`src/hw/rtl/lcd4w_pkg.sv`:
```
package lcd4w_pkg;

    // result targets
    localparam logic [1:0] TGT_DATA = 2'd0;
    localparam logic [1:0] TGT_DIR  = 2'd1;
    localparam logic [1:0] TGT_READ = 2'd2;

    // port bits and fixed values
    localparam logic [7:0] BIT_RS   = 8'h20;
    localparam logic [7:0] BIT_RD   = 8'h40;
    localparam logic [7:0] BIT_EN   = 8'h80;
    localparam logic [7:0] BIT_BUSY = 8'h08;
    localparam logic [7:0] DIR_POLL = 8'hf7;
    localparam logic [7:0] DIR_OUT  = 8'hff;
    localparam logic [7:0] MASK_HI  = 8'hf0;
    localparam logic [7:0] MASK_LO  = 8'h0f;

    // request codes
    localparam logic ACT_SEND = 1'b0;
    localparam logic ACT_READ = 1'b1;

    // last step index of each sequence
    localparam logic [3:0] LAST_SEND        = 4'd3;
    localparam logic [3:0] LAST_POLL        = 4'd4;
    localparam logic [3:0] LAST_FINISH_ONE  = 4'd6;
    localparam logic [3:0] LAST_FINISH_BOTH = 4'd9;

    // sequence selected for an accepted transfer
    typedef enum logic [2:0] {
        PLAN_SEND   = 3'b001,
        PLAN_POLL   = 3'b010,
        PLAN_FINISH = 3'b100
    } plan_t;

    typedef struct packed {
        logic       action;
        logic [7:0] payload_byte;
        logic       is_data;
        logic       single_nibble;
        logic [7:0] port_read;
    } in_item_t;

    typedef struct packed {
        logic [1:0] target;
        logic [7:0] port_value;
        logic       last;
    } out_item_t;

endpackage

```
`src/hw/rtl/char_lcd_four_bit_writer_top.sv`:
```
// Character LCD writer, 4-bit bus on one 8-bit port.
// Input channel s_*: a send request (action 0) or the port value read back
// from the display (action 1), one transfer per item.
// Result channel m_*: port data writes, direction writes and read requests,
// with last high on the final result of each item. An item gives 0 to 10
// results: send 4, busy poll 5, finish 7 or 10, ignored items none.
// An accepted item is loaded into the sequence register; its results then
// pass through the result register to m_*, one per cycle unless stalled.
// Throughput: one result per cycle while m_ready does not stall, set by the
// single output register. The next item is accepted in the cycle that the
// last result of the current one is loaded, so items follow with no gap.
// Ignored items are accepted and leave s_ready high for the next item.
// Reset (aresetn low, synchronous) drops any pending sequence and result and
// returns the block to idle with no read request outstanding.
// A stall on m_ready holds the result register; the sequence waits, and
// s_ready stays low until its last result is loaded into that register.
module char_lcd_four_bit_writer_top
    import lcd4w_pkg::*;
(
    input  logic      aclk,
    input  logic      aresetn,
    input  logic      s_valid,
    output logic      s_ready,
    input  in_item_t  s_data,
    output logic      m_valid,
    input  logic      m_ready,
    output out_item_t m_data
);

    // protocol state
    logic       waiting_busy_reg, waiting_busy_next;
    logic [7:0] held_byte_reg;
    logic       held_is_data_reg;
    logic       held_single_reg;

    // sequence register
    logic       plan_valid_reg, plan_valid_next;
    plan_t      plan_kind_reg, plan_kind_next;
    logic [3:0] plan_last_reg, plan_last_next;
    logic [3:0] step_reg, step_next;
    logic [7:0] hi_nib_reg, hi_nib_next;
    logic [7:0] lo_nib_reg, lo_nib_next;

    // result register
    logic       m_valid_reg, m_valid_next;
    out_item_t  m_data_reg, m_data_next;

    logic       s_accept;
    logic       step_go;
    logic       step_done;
    logic       new_plan;
    logic [7:0] rs_bit;
    out_item_t  step_item;

    assign step_go   = plan_valid_reg && (!m_valid_reg || m_ready);
    assign step_done = step_go && (step_reg == plan_last_reg);
    assign s_ready   = !plan_valid_reg || step_done;
    assign s_accept  = s_valid && s_ready;
    assign m_valid   = m_valid_reg;
    assign m_data    = m_data_reg;

    // decide the sequence for an accepted transfer
    always_comb begin
        waiting_busy_next = waiting_busy_reg;
        new_plan          = 1'b0;
        plan_kind_next    = plan_kind_reg;
        plan_last_next    = plan_last_reg;
        hi_nib_next       = hi_nib_reg;
        lo_nib_next       = lo_nib_reg;
        rs_bit            = held_is_data_reg ? BIT_RS : 8'h00;
        if (s_accept) begin
            if (s_data.action == ACT_SEND) begin
                if (!waiting_busy_reg) begin
                    waiting_busy_next = 1'b1;
                    new_plan          = 1'b1;
                    plan_kind_next    = PLAN_SEND;
                    plan_last_next    = LAST_SEND;
                end
            end else begin
                if (waiting_busy_reg) begin
                    new_plan = 1'b1;
                    if ((s_data.port_read & BIT_BUSY) != 8'h00) begin
                        plan_kind_next = PLAN_POLL;
                        plan_last_next = LAST_POLL;
                    end else begin
                        waiting_busy_next = 1'b0;
                        plan_kind_next    = PLAN_FINISH;
                        plan_last_next    = held_single_reg ? LAST_FINISH_ONE
                                                            : LAST_FINISH_BOTH;
                        hi_nib_next = ((held_byte_reg & MASK_HI) >> 4) | rs_bit;
                        lo_nib_next = (held_byte_reg & MASK_LO) | rs_bit;
                    end
                end
            end
        end
    end

    // sequence progress
    always_comb begin
        plan_valid_next = plan_valid_reg;
        step_next       = step_reg;
        if (step_go) begin
            step_next = step_reg + 4'd1;
        end
        if (step_done) begin
            plan_valid_next = 1'b0;
        end
        if (new_plan) begin
            plan_valid_next = 1'b1;
            step_next       = 4'd0;
        end
    end

    // result of the current step
    always_comb begin
        step_item.target     = TGT_DATA;
        step_item.port_value = 8'h00;
        step_item.last       = (step_reg == plan_last_reg);
        case (plan_kind_reg)
            PLAN_SEND: begin
                case (step_reg)
                    4'd0: begin
                        step_item.target     = TGT_DIR;
                        step_item.port_value = DIR_POLL;
                    end
                    4'd1: step_item.port_value = BIT_RD;
                    4'd2: step_item.port_value = BIT_RD | BIT_EN;
                    default: step_item.target = TGT_READ;
                endcase
            end
            PLAN_POLL: begin
                case (step_reg)
                    4'd0, 4'd2: step_item.port_value = BIT_RD;
                    4'd1, 4'd3: step_item.port_value = BIT_RD | BIT_EN;
                    default: step_item.target = TGT_READ;
                endcase
            end
            PLAN_FINISH: begin
                case (step_reg)
                    4'd0, 4'd2: step_item.port_value = BIT_RD;
                    4'd1: step_item.port_value = BIT_RD | BIT_EN;
                    4'd3: begin
                        step_item.target     = TGT_DIR;
                        step_item.port_value = DIR_OUT;
                    end
                    4'd4, 4'd6: step_item.port_value = hi_nib_reg;
                    4'd5: step_item.port_value = hi_nib_reg | BIT_EN;
                    4'd8: step_item.port_value = lo_nib_reg | BIT_EN;
                    default: step_item.port_value = lo_nib_reg;
                endcase
            end
            default: step_item.target = TGT_DATA;
        endcase
    end

    // result register loading
    always_comb begin
        m_valid_next = m_valid_reg;
        m_data_next  = m_data_reg;
        if (m_valid_reg && m_ready) begin
            m_valid_next = 1'b0;
        end
        if (step_go) begin
            m_valid_next = 1'b1;
            m_data_next  = step_item;
        end
    end

    // control registers
    always_ff @(posedge aclk) begin
        if (!aresetn) begin
            waiting_busy_reg <= 1'b0;
            plan_valid_reg   <= 1'b0;
            m_valid_reg      <= 1'b0;
        end else begin
            waiting_busy_reg <= waiting_busy_next;
            plan_valid_reg   <= plan_valid_next;
            m_valid_reg      <= m_valid_next;
        end
    end

    // payload registers
    always_ff @(posedge aclk) begin
        plan_kind_reg <= plan_kind_next;
        plan_last_reg <= plan_last_next;
        step_reg      <= step_next;
        hi_nib_reg    <= hi_nib_next;
        lo_nib_reg    <= lo_nib_next;
        m_data_reg    <= m_data_next;
        if (s_accept && (s_data.action == ACT_SEND) && !waiting_busy_reg) begin
            held_byte_reg    <= s_data.payload_byte;
            held_is_data_reg <= s_data.is_data;
            held_single_reg  <= s_data.single_nibble;
        end
    end

endmodule

```
`config.mk`:
```
export PLATFORM = sky130hd
export DESIGN_NAME = char_lcd_four_bit_writer_top
export DESIGN_NICKNAME = d
export VERILOG_FILES = /design/src/hw/rtl/lcd4w_pkg.sv /design/src/hw/rtl/char_lcd_four_bit_writer_top.sv
export SDC_FILE = /design/constraint.sdc
export NUM_CORES = 1
export LEC_CHECK = 0
export BUFFER_PORTS_ARGS = -buffer_cell sky130_fd_sc_hd__buf_4
export CAP_MARGIN = 20
export CELL_PAD_IN_SITES_DETAIL_PLACEMENT = 0
export CELL_PAD_IN_SITES_GLOBAL_PLACEMENT = 1
export CORE_ASPECT_RATIO = 0.9
export CORE_UTILIZATION = 30
export DETAILED_ROUTE_END_ITERATION = 6
export GPL_TIMING_DRIVEN = 1
export PLACE_DENSITY = 0.59
export SYNTH_ARGS = -nofsm -noshare
export SYNTH_HDL_FRONTEND = slang
export SYNTH_SLANG_ARGS = --single-unit
```
`constraint.sdc`:
```
create_clock -name aclk -period 2.9 [get_ports aclk]
set_clock_uncertainty 0.05 [all_clocks]
set_input_delay 0.58 -clock aclk [delete_from_list [all_inputs] [get_ports aclk]]
set_output_delay 0.58 -clock aclk [all_outputs]
set_load 0.005 [all_outputs]
```
==> results of run 1 <==
## cell usage after synthesis (all sizes together) (2+ instances only)
library cell	instances	share of area (%)
or3b	3	1.3
nand3	11	2.8
xnor2	7	3.1
buf	4	2.1
inv	11	2.1
nand2b	4	1.3
nand2	4	0.76
edfxtp	37	56
a31oi	4	2.0
dfxtp	7	7.1
o21ai	8	2.0
a21oi	9	2.3
and2	2	0.63
a21boi	3	1.3
nand4	2	0.63
o211ai	3	1.1
nor3	5	1.3
ha	5	3.2
nor2	8	1.5
a21o	2	0.76
o21a	3	1.1
## final cells by class
class                           count  area, sq um
Inverter                           11         41.3
Clock inverter                      3         47.5
Timing Repair Buffer               30          225
Sequential cell                    44         1250
Multi-Input combinational cell     97          652
Fill cell                         612         3850
Tap cell                           87          109
Clock buffer                        5         68.8
## cell families after synthesis
group                    synth area share [%]
XOR/XNOR                                 3.53
AND/OR/NAND/NOR                          12.6
AO/OA/AOI/OAI                            13.0
buffers and inverters                    4.16
multiplexers                            0.504
flip-flops                               63.0
adder cells (fa/ha/maj)                  3.15
## worst register-to-register path, stage by stage, from the launching register on
cell,delay [ns]
dfxtp_1,0.68
xnor2_1,0.18
nand4_1,0.17
inv_1,0.13
a21boi_2,0.09
nor3b_1,0.39
buf_4,0.25
## per-stage QoR
step	cells	total power [mW]	cell area [sq um]	setup slack (ns)	utilization, %
2_1_floorplan	156	1.08	1990	0.771	-
3_3_place_gp	269	1.19	2280	0.687	36.5
3_5_place_dp	269	1.19	2280	0.670	36.5
4_1_cts	277	1.68	2390	0.433	38.3
5_1_grt	277	1.76	2390	0.317	38.3
6_report	277	1.66	2390	0.435	38.3
## power groups by stage
stage	logic [mW]	clock network (mW)	registers, mW
5_1_grt	0.431	0.523	0.803
2_1_floorplan	0.285	0	0.794
3_5_place_dp	0.385	0	0.809
4_1_cts	0.388	0.494	0.795
3_3_place_gp	0.382	0	0.808
6_report	0.387	0.474	0.795
## metal layers
| metal | vias up | track usage [%] | routed length, um |
|---|---|---|---|
| li1 | 646 | - | - |
| met1 | 591 | 14.2 | 1710 |
| met2 | 28 | 18.8 | 1700 |
| met3 | 5 | 4.47 | 173 |
| met4 | 0 | 2.46 | 19 |
| met5 | - | 0 | 0 |
## layout by cell type, fill, tap and decap left out, drive strengths merged
cell,count
a21bo,1
a21boi,3
a21o,2
a21oi,9
a31oi,4
and2,2
and3,1
and4,1
buf,30
bufinv,1
clkbuf,5
clkinv,2
dfxtp,7
edfxtp,37
ha,5
inv,11
mux2i,1
nand2,4
nand2b,4
nand3,11
nand3b,1
nand4,2
nor2,8
nor2b,1
nor3,5
nor3b,1
o2111a,1
o2111ai,1
o211ai,3
o21a,3
o21ai,8
o22a,1
o32ai,1
or2,1
or3,1
or3b,3
xnor2,7
xor2,1
## worst paths after layout
check,startpoint,slack (ns),cells past startpoint,end
hold / removal,held_byte_reg[2]$_DFFE_PP_,0.38,0,lo_nib_reg[2]$_DFFE_PP_
setup / recovery,step_reg[3]$_SDFFE_PP0P_,0.44,6,s_ready
hold reg to reg,held_byte_reg[2]$_DFFE_PP_,0.38,0,lo_nib_reg[2]$_DFFE_PP_
setup reg to reg,step_reg[3]$_SDFFE_PP0P_,0.68,6,held_byte_reg[3]$_DFFE_PP_
==> flow_metrics.tcl, run 1 <==
set metrics [dict create \
    status "complete, no violations" \
    p_switching_mw 0.481 \
    drv_slew 0 \
    final-setup-viol-count 0 \
    grt_antenna_before_repair 0 \
    antenna_cells 0 \
    synth_edf_count 37 \
    p_int_mw 1.18 \
    htree_num_levels 2 \
    critPathKind "reg -> out" \
    ir_drop_mv 0.323 \
    cts_tree "done" \
    maxCapViolations 0 \
    tightest_slew_ns 0.553 \
    drt_iter0_markers 31 \
    synth_area_sq_um 1990 \
    post_cts_buffers 0 \
    area_growth_pct 20.6 \
    synth.distinct_cells 40 \
    die_w_um 87.8 \
    hold_class "reg -> reg" \
    avgSynthCellArea_sq_um 12.7 \
    overflow 0 \
    ys_seq_area_share_pct 63.0 \
    largest_reg_flops 11 \
    nets 217 \
    clk_pin_slew_worst_paths_ns 0.08 \
    fin_setup_tns_ns 0 \
    drtPass1Iterations 4 \
    end_kind "output pin" \
    root_buffer "clkbuf_8" \
    swShare_pct 29.0 \
    fp.dieH_um 79.2 \
    fmax_mhz 406 \
    ys_seq_elements 44 \
    numCtsBuffers 5 \
    cts-resized-gates 0 \
    p_leak_nw 0.874 \
    cp.required_ns 2.27 \
    synth_cells 156 \
    slowest_delay_ns 0.68 \
    power_density_nw_per_um2 691 \
    timing.hold.ws_ns 0.382 \
    synthArstFlopShare_pct 0 \
    finalCritPeriodShare_pct 85.0 \
    cp_num_buf_inv 3 \
    synth_ff_type "edfxtp_1" \
    ys.warnings.count 0 \
    ctsHoldBuffers 0 \
    cts_buffer_depth 2 \
    post_drt_wl_per_cell_um 13.0 \
    grt_first_pass_wirelength_um 6020 \
    vias 1270 \
    worstPathArrival_ns 1.83 \
    initial_utilization_pct 31.8 \
    wl_um 3600 \
    die_area_sq_um 6950 \
    rsz0062_at_grt "false" \
    critPathMaxFanout 14 \
    pwr-share-comb_pct 23.4 \
    path_delay_family "flip-flops" \
    startpoint_type "flop" \
    row_count 27 \
    dp_hpwl_um 2670 \
    slowest_stage "dfxtp_1" \
    p_clk_share_pct 28.6 \
    pwr-share-seq_pct 48.0 \
    insertion_delay_ns 0.30 \
    ant_nets 0 \
    routed_via_density 4.58 \
    track_usage_pct 11.5 \
    gp_congestion 0.774 \
    numPortBuffers 28 \
    hold_viol 0 \
    relSlewSlack_pct 63.1 \
    syn_nets 184 \
    numClockSinks 44 \
    ios 36 \
    grt_pass1_vias 1265 \
    crit_chain "xnor2_1 -> nand4_1 -> inv_1 -> a21boi_2 -> inv_2 -> buf_4" \
    coreArea_sq_um 6250 \
    post-route-drc-count 0 \
    layout-drive-gt1-share_pct 23.2 \
    grt_max_degree 16 \
    min_period_ns 2.46 \
]
Note: power is estimated with default switching activity, not from simulation.
==> run 2, diff against run 1 <==
==> constraint.sdc (replaced) <==
create_clock -name aclk -period 2.35 [get_ports aclk]
set_clock_uncertainty 0.05 [all_clocks]
set_input_delay 0.47 -clock aclk [delete_from_list [all_inputs] [get_ports aclk]]
set_output_delay 0.47 -clock aclk [all_outputs]
set_load 0.005 [all_outputs]
==> run 2 against run 1 <==
Utilization rose by 0.36 points. Hold slack got worse by 0.088 ns. Combinational power rose by 32%. Count of clock-buffer cells in the layout did not move. Setup slack got worse by 0.15 ns. Die area did not move. Largest cell class unchanged. Power rose by 25%. Register-to-register slack got worse by 0.27 ns. Via count rose by 0.63%. Critical path depth did not move.
==> flow_metrics.tcl, run 2 (synthesized netlist as in run 1, its figures left out) <==
set metrics [dict create \
    r2r-start "step_reg[1]$_SDFFE_PP0P_" \
    initial_utilization_pct 31.8 \
    nets 220 \
    dp_hpwl_um 2710 \
    area_growth_pct 21.7 \
    numPortBuffers 28 \
    drt_iter0_markers 46 \
    ios 36 \
    r2r-end "held_is_data_reg$_DFFE_PP_" \
    cts_buffer_depth 2 \
    worstPathArrival_ns 1.55 \
    layout-drive-gt1-share_pct 24.4 \
    row_count 27 \
    mostFrequentLayoutCells "edfxtp_1 (37), buf_4 (33), nand3_1 (11), inv_1 (10), a21oi_1 (9)" \
    grt_first_pass_wirelength_um 6180 \
    status "complete, no violations" \
    routed_via_density 4.56 \
    grt_antenna_before_repair 0 \
    coreArea_sq_um 6250 \
    end_kind "output pin" \
    min_period_ns 2.07 \
    p_leak_nw 0.890 \
    hold_class "in -> reg" \
    final-setup-viol-count 0 \
    rsz0062_at_grt "false" \
    numCtsBuffers 5 \
    ir_drop_mv 0.346 \
    fin_setup_tns_ns 0 \
    hold_path_end "held_byte_reg[2]$_DFFE_PP_" \
    htree_num_levels 2 \
    worst_slack_ns 0.282 \
    placed_cells 272 \
    largest_reg_flops 11 \
    grt_pass1_vias 1247 \
    maxCapViolations 0 \
    reg2reg_slack_ns 0.41 \
    ant_nets 0 \
    hold_viol 0 \
    ctsHoldBuffers 0 \
    cts-resized-gates 0 \
    post_cts_buffers 0 \
    place_area_sq_um 2300 \
    fp.dieH_um 79.2 \
    drv_slew 0 \
    fin_area_sq_um 2420 \
    track_usage_pct 11.8 \
    pre_cts_ws_ns 0.372 \
    power_density_nw_per_um2 857 \
    cp.required_ns 1.83 \
    r2r_cells 6 \
    vias 1278 \
    wl_um 3610 \
    final_common_cell "edfxtp_1" \
    n_fill_cell 622 \
    power_mw 2.07 \
    drtPass1Iterations 4 \
    antenna_cells 0 \
    timing.hold.ws_ns 0.294 \
    grt_max_degree 16 \
    min_from "s_data[12]" \
    clk_pin_slew_worst_paths_ns 0.09 \
    tightest_slew_ns 0.468 \
    insertion_delay_ns 0.29 \
    critPathMaxFanout 7 \
    root_buffer "clkbuf_8" \
    cts_tree "done" \
    finalCritPeriodShare_pct 88.0 \
    gp_congestion 0.815 \
    fmax_mhz 484 \
    post-route-drc-count 0 \
    startpoint_type "flop" \
    overflow 0 \
    min_path_cells 1 \
    post_drt_wl_per_cell_um 12.9 \
    instances_no_fill 280 \
    critPathKind "reg -> out" \
    die_area_sq_um 6950 \
    numClockSinks 44 \
    die_w_um 87.8 \
    final_core_util_pct 38.7 \
    relSlewSlack_pct 68.7 \
]
==> run 2: cell count changes in the layout (fill, tap and decap cells not counted), sizes merged <==
cell / previous run / this run
buf: 30 / 33
==> run 2: worst max path at each step <==
stage | start | slack (ns) | end
3_3_place_gp | step_reg[1]$_SDFFE_PP0P_ | 0.41 | held_byte_reg[4]$_DFFE_PP_
6_report | plan_last_reg[3]$_SDFFCE_PN0P_ | 0.28 | s_ready
5_1_grt | step_reg[1]$_SDFFE_PP0P_ | 0.16 | s_ready
4_1_cts | step_reg[1]$_SDFFE_PP0P_ | 0.25 | s_ready
2_1_floorplan | step_reg[1]$_SDFFE_PP0P_ | 0.28 | held_byte_reg[0]$_DFFE_PP_
3_5_place_dp | step_reg[1]$_SDFFE_PP0P_ | 0.37 | held_byte_reg[4]$_DFFE_PP_
==> run 2: worst max-delay path, stage by stage (launching register included) <==
cell      delay, ns
edfxtp_1       0.40
xnor2_1        0.13
nand4_1        0.15
inv_1          0.09
a21boi_2       0.23
inv_2          0.11
buf_4          0.15
==> run 2: cell type report <==
type                       instances  area (sq um)  area share [%]
inverter                          11          41.3            1.71
timing repair buffer              33           248            10.2
tap                               87           109            4.50
clock buffer                       5          68.8            2.85
sequential                        44          1250            51.8
clock inverter                     3          47.5            1.97
multi-input combinational         97           652            27.0
==> run 2: power by group <==
group / total [mW] / switching [mW] / internal (mW) / leakage (nW)
registers: 0.971 / 0.0468 / 0.924 / 0.401
logic: 0.512 / 0.287 / 0.226 / 0.430
clock network: 0.589 / 0.269 / 0.320 / 0.0583
total: 2.07 / 0.603 / 1.47 / 0.890
==> run 2: per-layer routing <==
layer / wire, um / GRT usage [%] / vias to the layer above
met5: 0 / 0 / -
met4: 8 / 2.79 / 0
met2: 1590 / 17.6 / 28
met3: 149 / 4.37 / 2
met1: 1870 / 16.2 / 591
li1: - / - / 657
==> run 3, diff against run 2 <==
--- a/config.mk
+++ b/config.mk
@@ -11,6 +11,7 @@
 export CELL_PAD_IN_SITES_GLOBAL_PLACEMENT = 1
 export CORE_ASPECT_RATIO = 0.9
 export CORE_UTILIZATION = 30
+export CTS_BUF_LIST = sky130_fd_sc_hd__clkbuf_16
 export DETAILED_ROUTE_END_ITERATION = 6
 export GPL_TIMING_DRIVEN = 1
 export PLACE_DENSITY = 0.59
==> run 3 against run 2 <==
Combinational power barely moved. Via count about the same. Die area unchanged. Critical path depth unchanged. Utilization grew 0.90 points. Sequential share of layout area down 1.2 points. Sequential power hardly changed. Power is 10% higher. Largest cell class unchanged. Largest power group unchanged.
==> flow_metrics.tcl, run 3 (synthesized netlist as in run 1, its figures left out) <==
set metrics [dict create \
    status "complete, no violations" \
    dp_hpwl_um 2710 \
    ctsHoldBuffers 0 \
    layout-drive-gt1-share_pct 24.4 \
    min_path_cells 1 \
    p_switching_mw 0.625 \
    r2r_cells 6 \
    r2r-end "held_is_data_reg$_DFFE_PP_" \
    fmax_mhz 489 \
    swShare_pct 27.4 \
    largest_reg_flops 11 \
    pwr-share-seq_pct 42.6 \
    pre_cts_ws_ns 0.372 \
    hold_viol 0 \
    htree_num_levels 2 \
    initial_utilization_pct 31.8 \
    overflow 0 \
    routed_via_density 4.56 \
    post_cts_buffers 0 \
    regArea_sq_um 1250 \
    cts_buffer_depth 2 \
    maxCapViolations 0 \
    ir_drop_mv 0.459 \
    end_kind "output pin" \
    reg2reg_slack_ns 0.40 \
    die_w_um 87.8 \
    fin_area_sq_um 2470 \
    hold_path_end "held_single_reg$_DFFE_PP_" \
    min_from "s_data[8]" \
    final-setup-viol-count 0 \
    root_buffer "clkbuf_16" \
    antenna_cells 0 \
    fp.dieH_um 79.2 \
    clk_pin_slew_worst_paths_ns 0.07 \
    grt_first_pass_wirelength_um 6170 \
    numClockSinks 44 \
    placed_cells 272 \
    track_usage_pct 11.7 \
    post_drt_wl_per_cell_um 12.9 \
    worst_slack_ns 0.303 \
    gp_congestion 0.815 \
    r2r-start "step_reg[1]$_SDFFE_PP0P_" \
    p_int_mw 1.66 \
    place_area_sq_um 2300 \
    startpoint_type "flop" \
    ios 36 \
    critPathMaxFanout 7 \
    cp.required_ns 1.83 \
    finalCritPeriodShare_pct 87.1 \
    min_period_ns 2.05 \
    fin_setup_tns_ns 0 \
    final_common_cell "edfxtp_1" \
    p_leak_nw 0.916 \
    tightest_slew_ns 0.460 \
    rsz0062_at_grt "false" \
    critPathKind "reg -> out" \
    n_fill_cell 612 \
    relSlewSlack_pct 69.3 \
    hold_class "in -> reg" \
    vias 1277 \
    cts-resized-gates 0 \
    grt_pass1_vias 1245 \
    power_mw 2.28 \
    insertion_delay_ns 0.28 \
    wl_um 3600 \
    multiInputGateArea_sq_um 652 \
    die_area_sq_um 6950 \
    nets 220 \
    post-route-drc-count 0 \
    drv_slew 0 \
    power_density_nw_per_um2 922 \
    instances_no_fill 280 \
    numCtsBuffers 5 \
    p_clk_share_pct 35.0 \
    worstPathArrival_ns 1.53 \
    drtPass1Iterations 4 \
    row_count 27 \
    coreArea_sq_um 6250 \
    area_growth_pct 24.6 \
    grt_antenna_before_repair 0 \
    numPortBuffers 28 \
    ant_nets 0 \
    grt_max_degree 16 \
    cts_tree "done" \
    mostFrequentLayoutCells "edfxtp_1 (37), buf_4 (33), nand3_1 (11), inv_1 (10), a21oi_1 (9)" \
    drt_iter0_markers 31 \
    pwr-share-comb_pct 22.4 \
]
run 3: worst max-delay path by stage:
stage	cells after the start	end	slack (ns)	start
floorplan	5	held_byte_reg[0]$_DFFE_PP_	0.28	step_reg[1]$_SDFFE_PP0P_
global placement	6	held_byte_reg[4]$_DFFE_PP_	0.41	step_reg[1]$_SDFFE_PP0P_
detailed placement	6	held_byte_reg[4]$_DFFE_PP_	0.37	step_reg[1]$_SDFFE_PP0P_
CTS	6	s_ready	0.28	step_reg[1]$_SDFFE_PP0P_
global route	6	s_ready	0.19	step_reg[0]$_SDFFE_PP0P_
finish	6	s_ready	0.30	plan_last_reg[3]$_SDFFCE_PN0P_
run 3: stage by stage:
| step | util [%] | hold slack (ns) |
|---|---|---|
| floorplan | - | 0.350 |
| global placement | 36.8 | 0.362 |
| detailed placement | 36.8 | 0.362 |
| CTS | 39.6 | 0.303 |
| global route | 39.6 | 0.296 |
| finish | 39.6 | 0.309 |
run 3: area by class of cell:
cell class                 instances  share of cell area, %
inverter                          11                   1.67
clock buffer                       5                   5.06
sequential                        44                   50.6
timing repair buffer              33                   10.0
multi-input combinational         97                   26.4
tap                               87                   4.40
clock inverter                     3                   1.92
run 3: critical path, stage by stage, from the launching register on:
cell	delay (ns)
edfxtp_1	0.39
xnor2_1	0.13
nand4_1	0.14
inv_1	0.09
a21boi_2	0.23
inv_2	0.11
buf_4	0.15
run 3: power by group through the flow:
stage / logic (mW) / registers, mW / clock network (mW)
2_1_floorplan: 0.352 / 0.980 / 0
3_3_place_gp: 0.506 / 0.988 / 0
3_5_place_dp: 0.512 / 0.990 / 0
4_1_cts: 0.514 / 0.973 / 0.818
5_1_grt: 0.576 / 0.980 / 0.853
6_report: 0.510 / 0.972 / 0.798
run 3: layer usage:
metal	up-vias	global-route usage (%)	wire, um
met1	588	16.2	1860
met5	-	0	0
met4	0	3.28	21
met3	2	3.74	170
met2	30	17.5	1550
li1	657	-	-
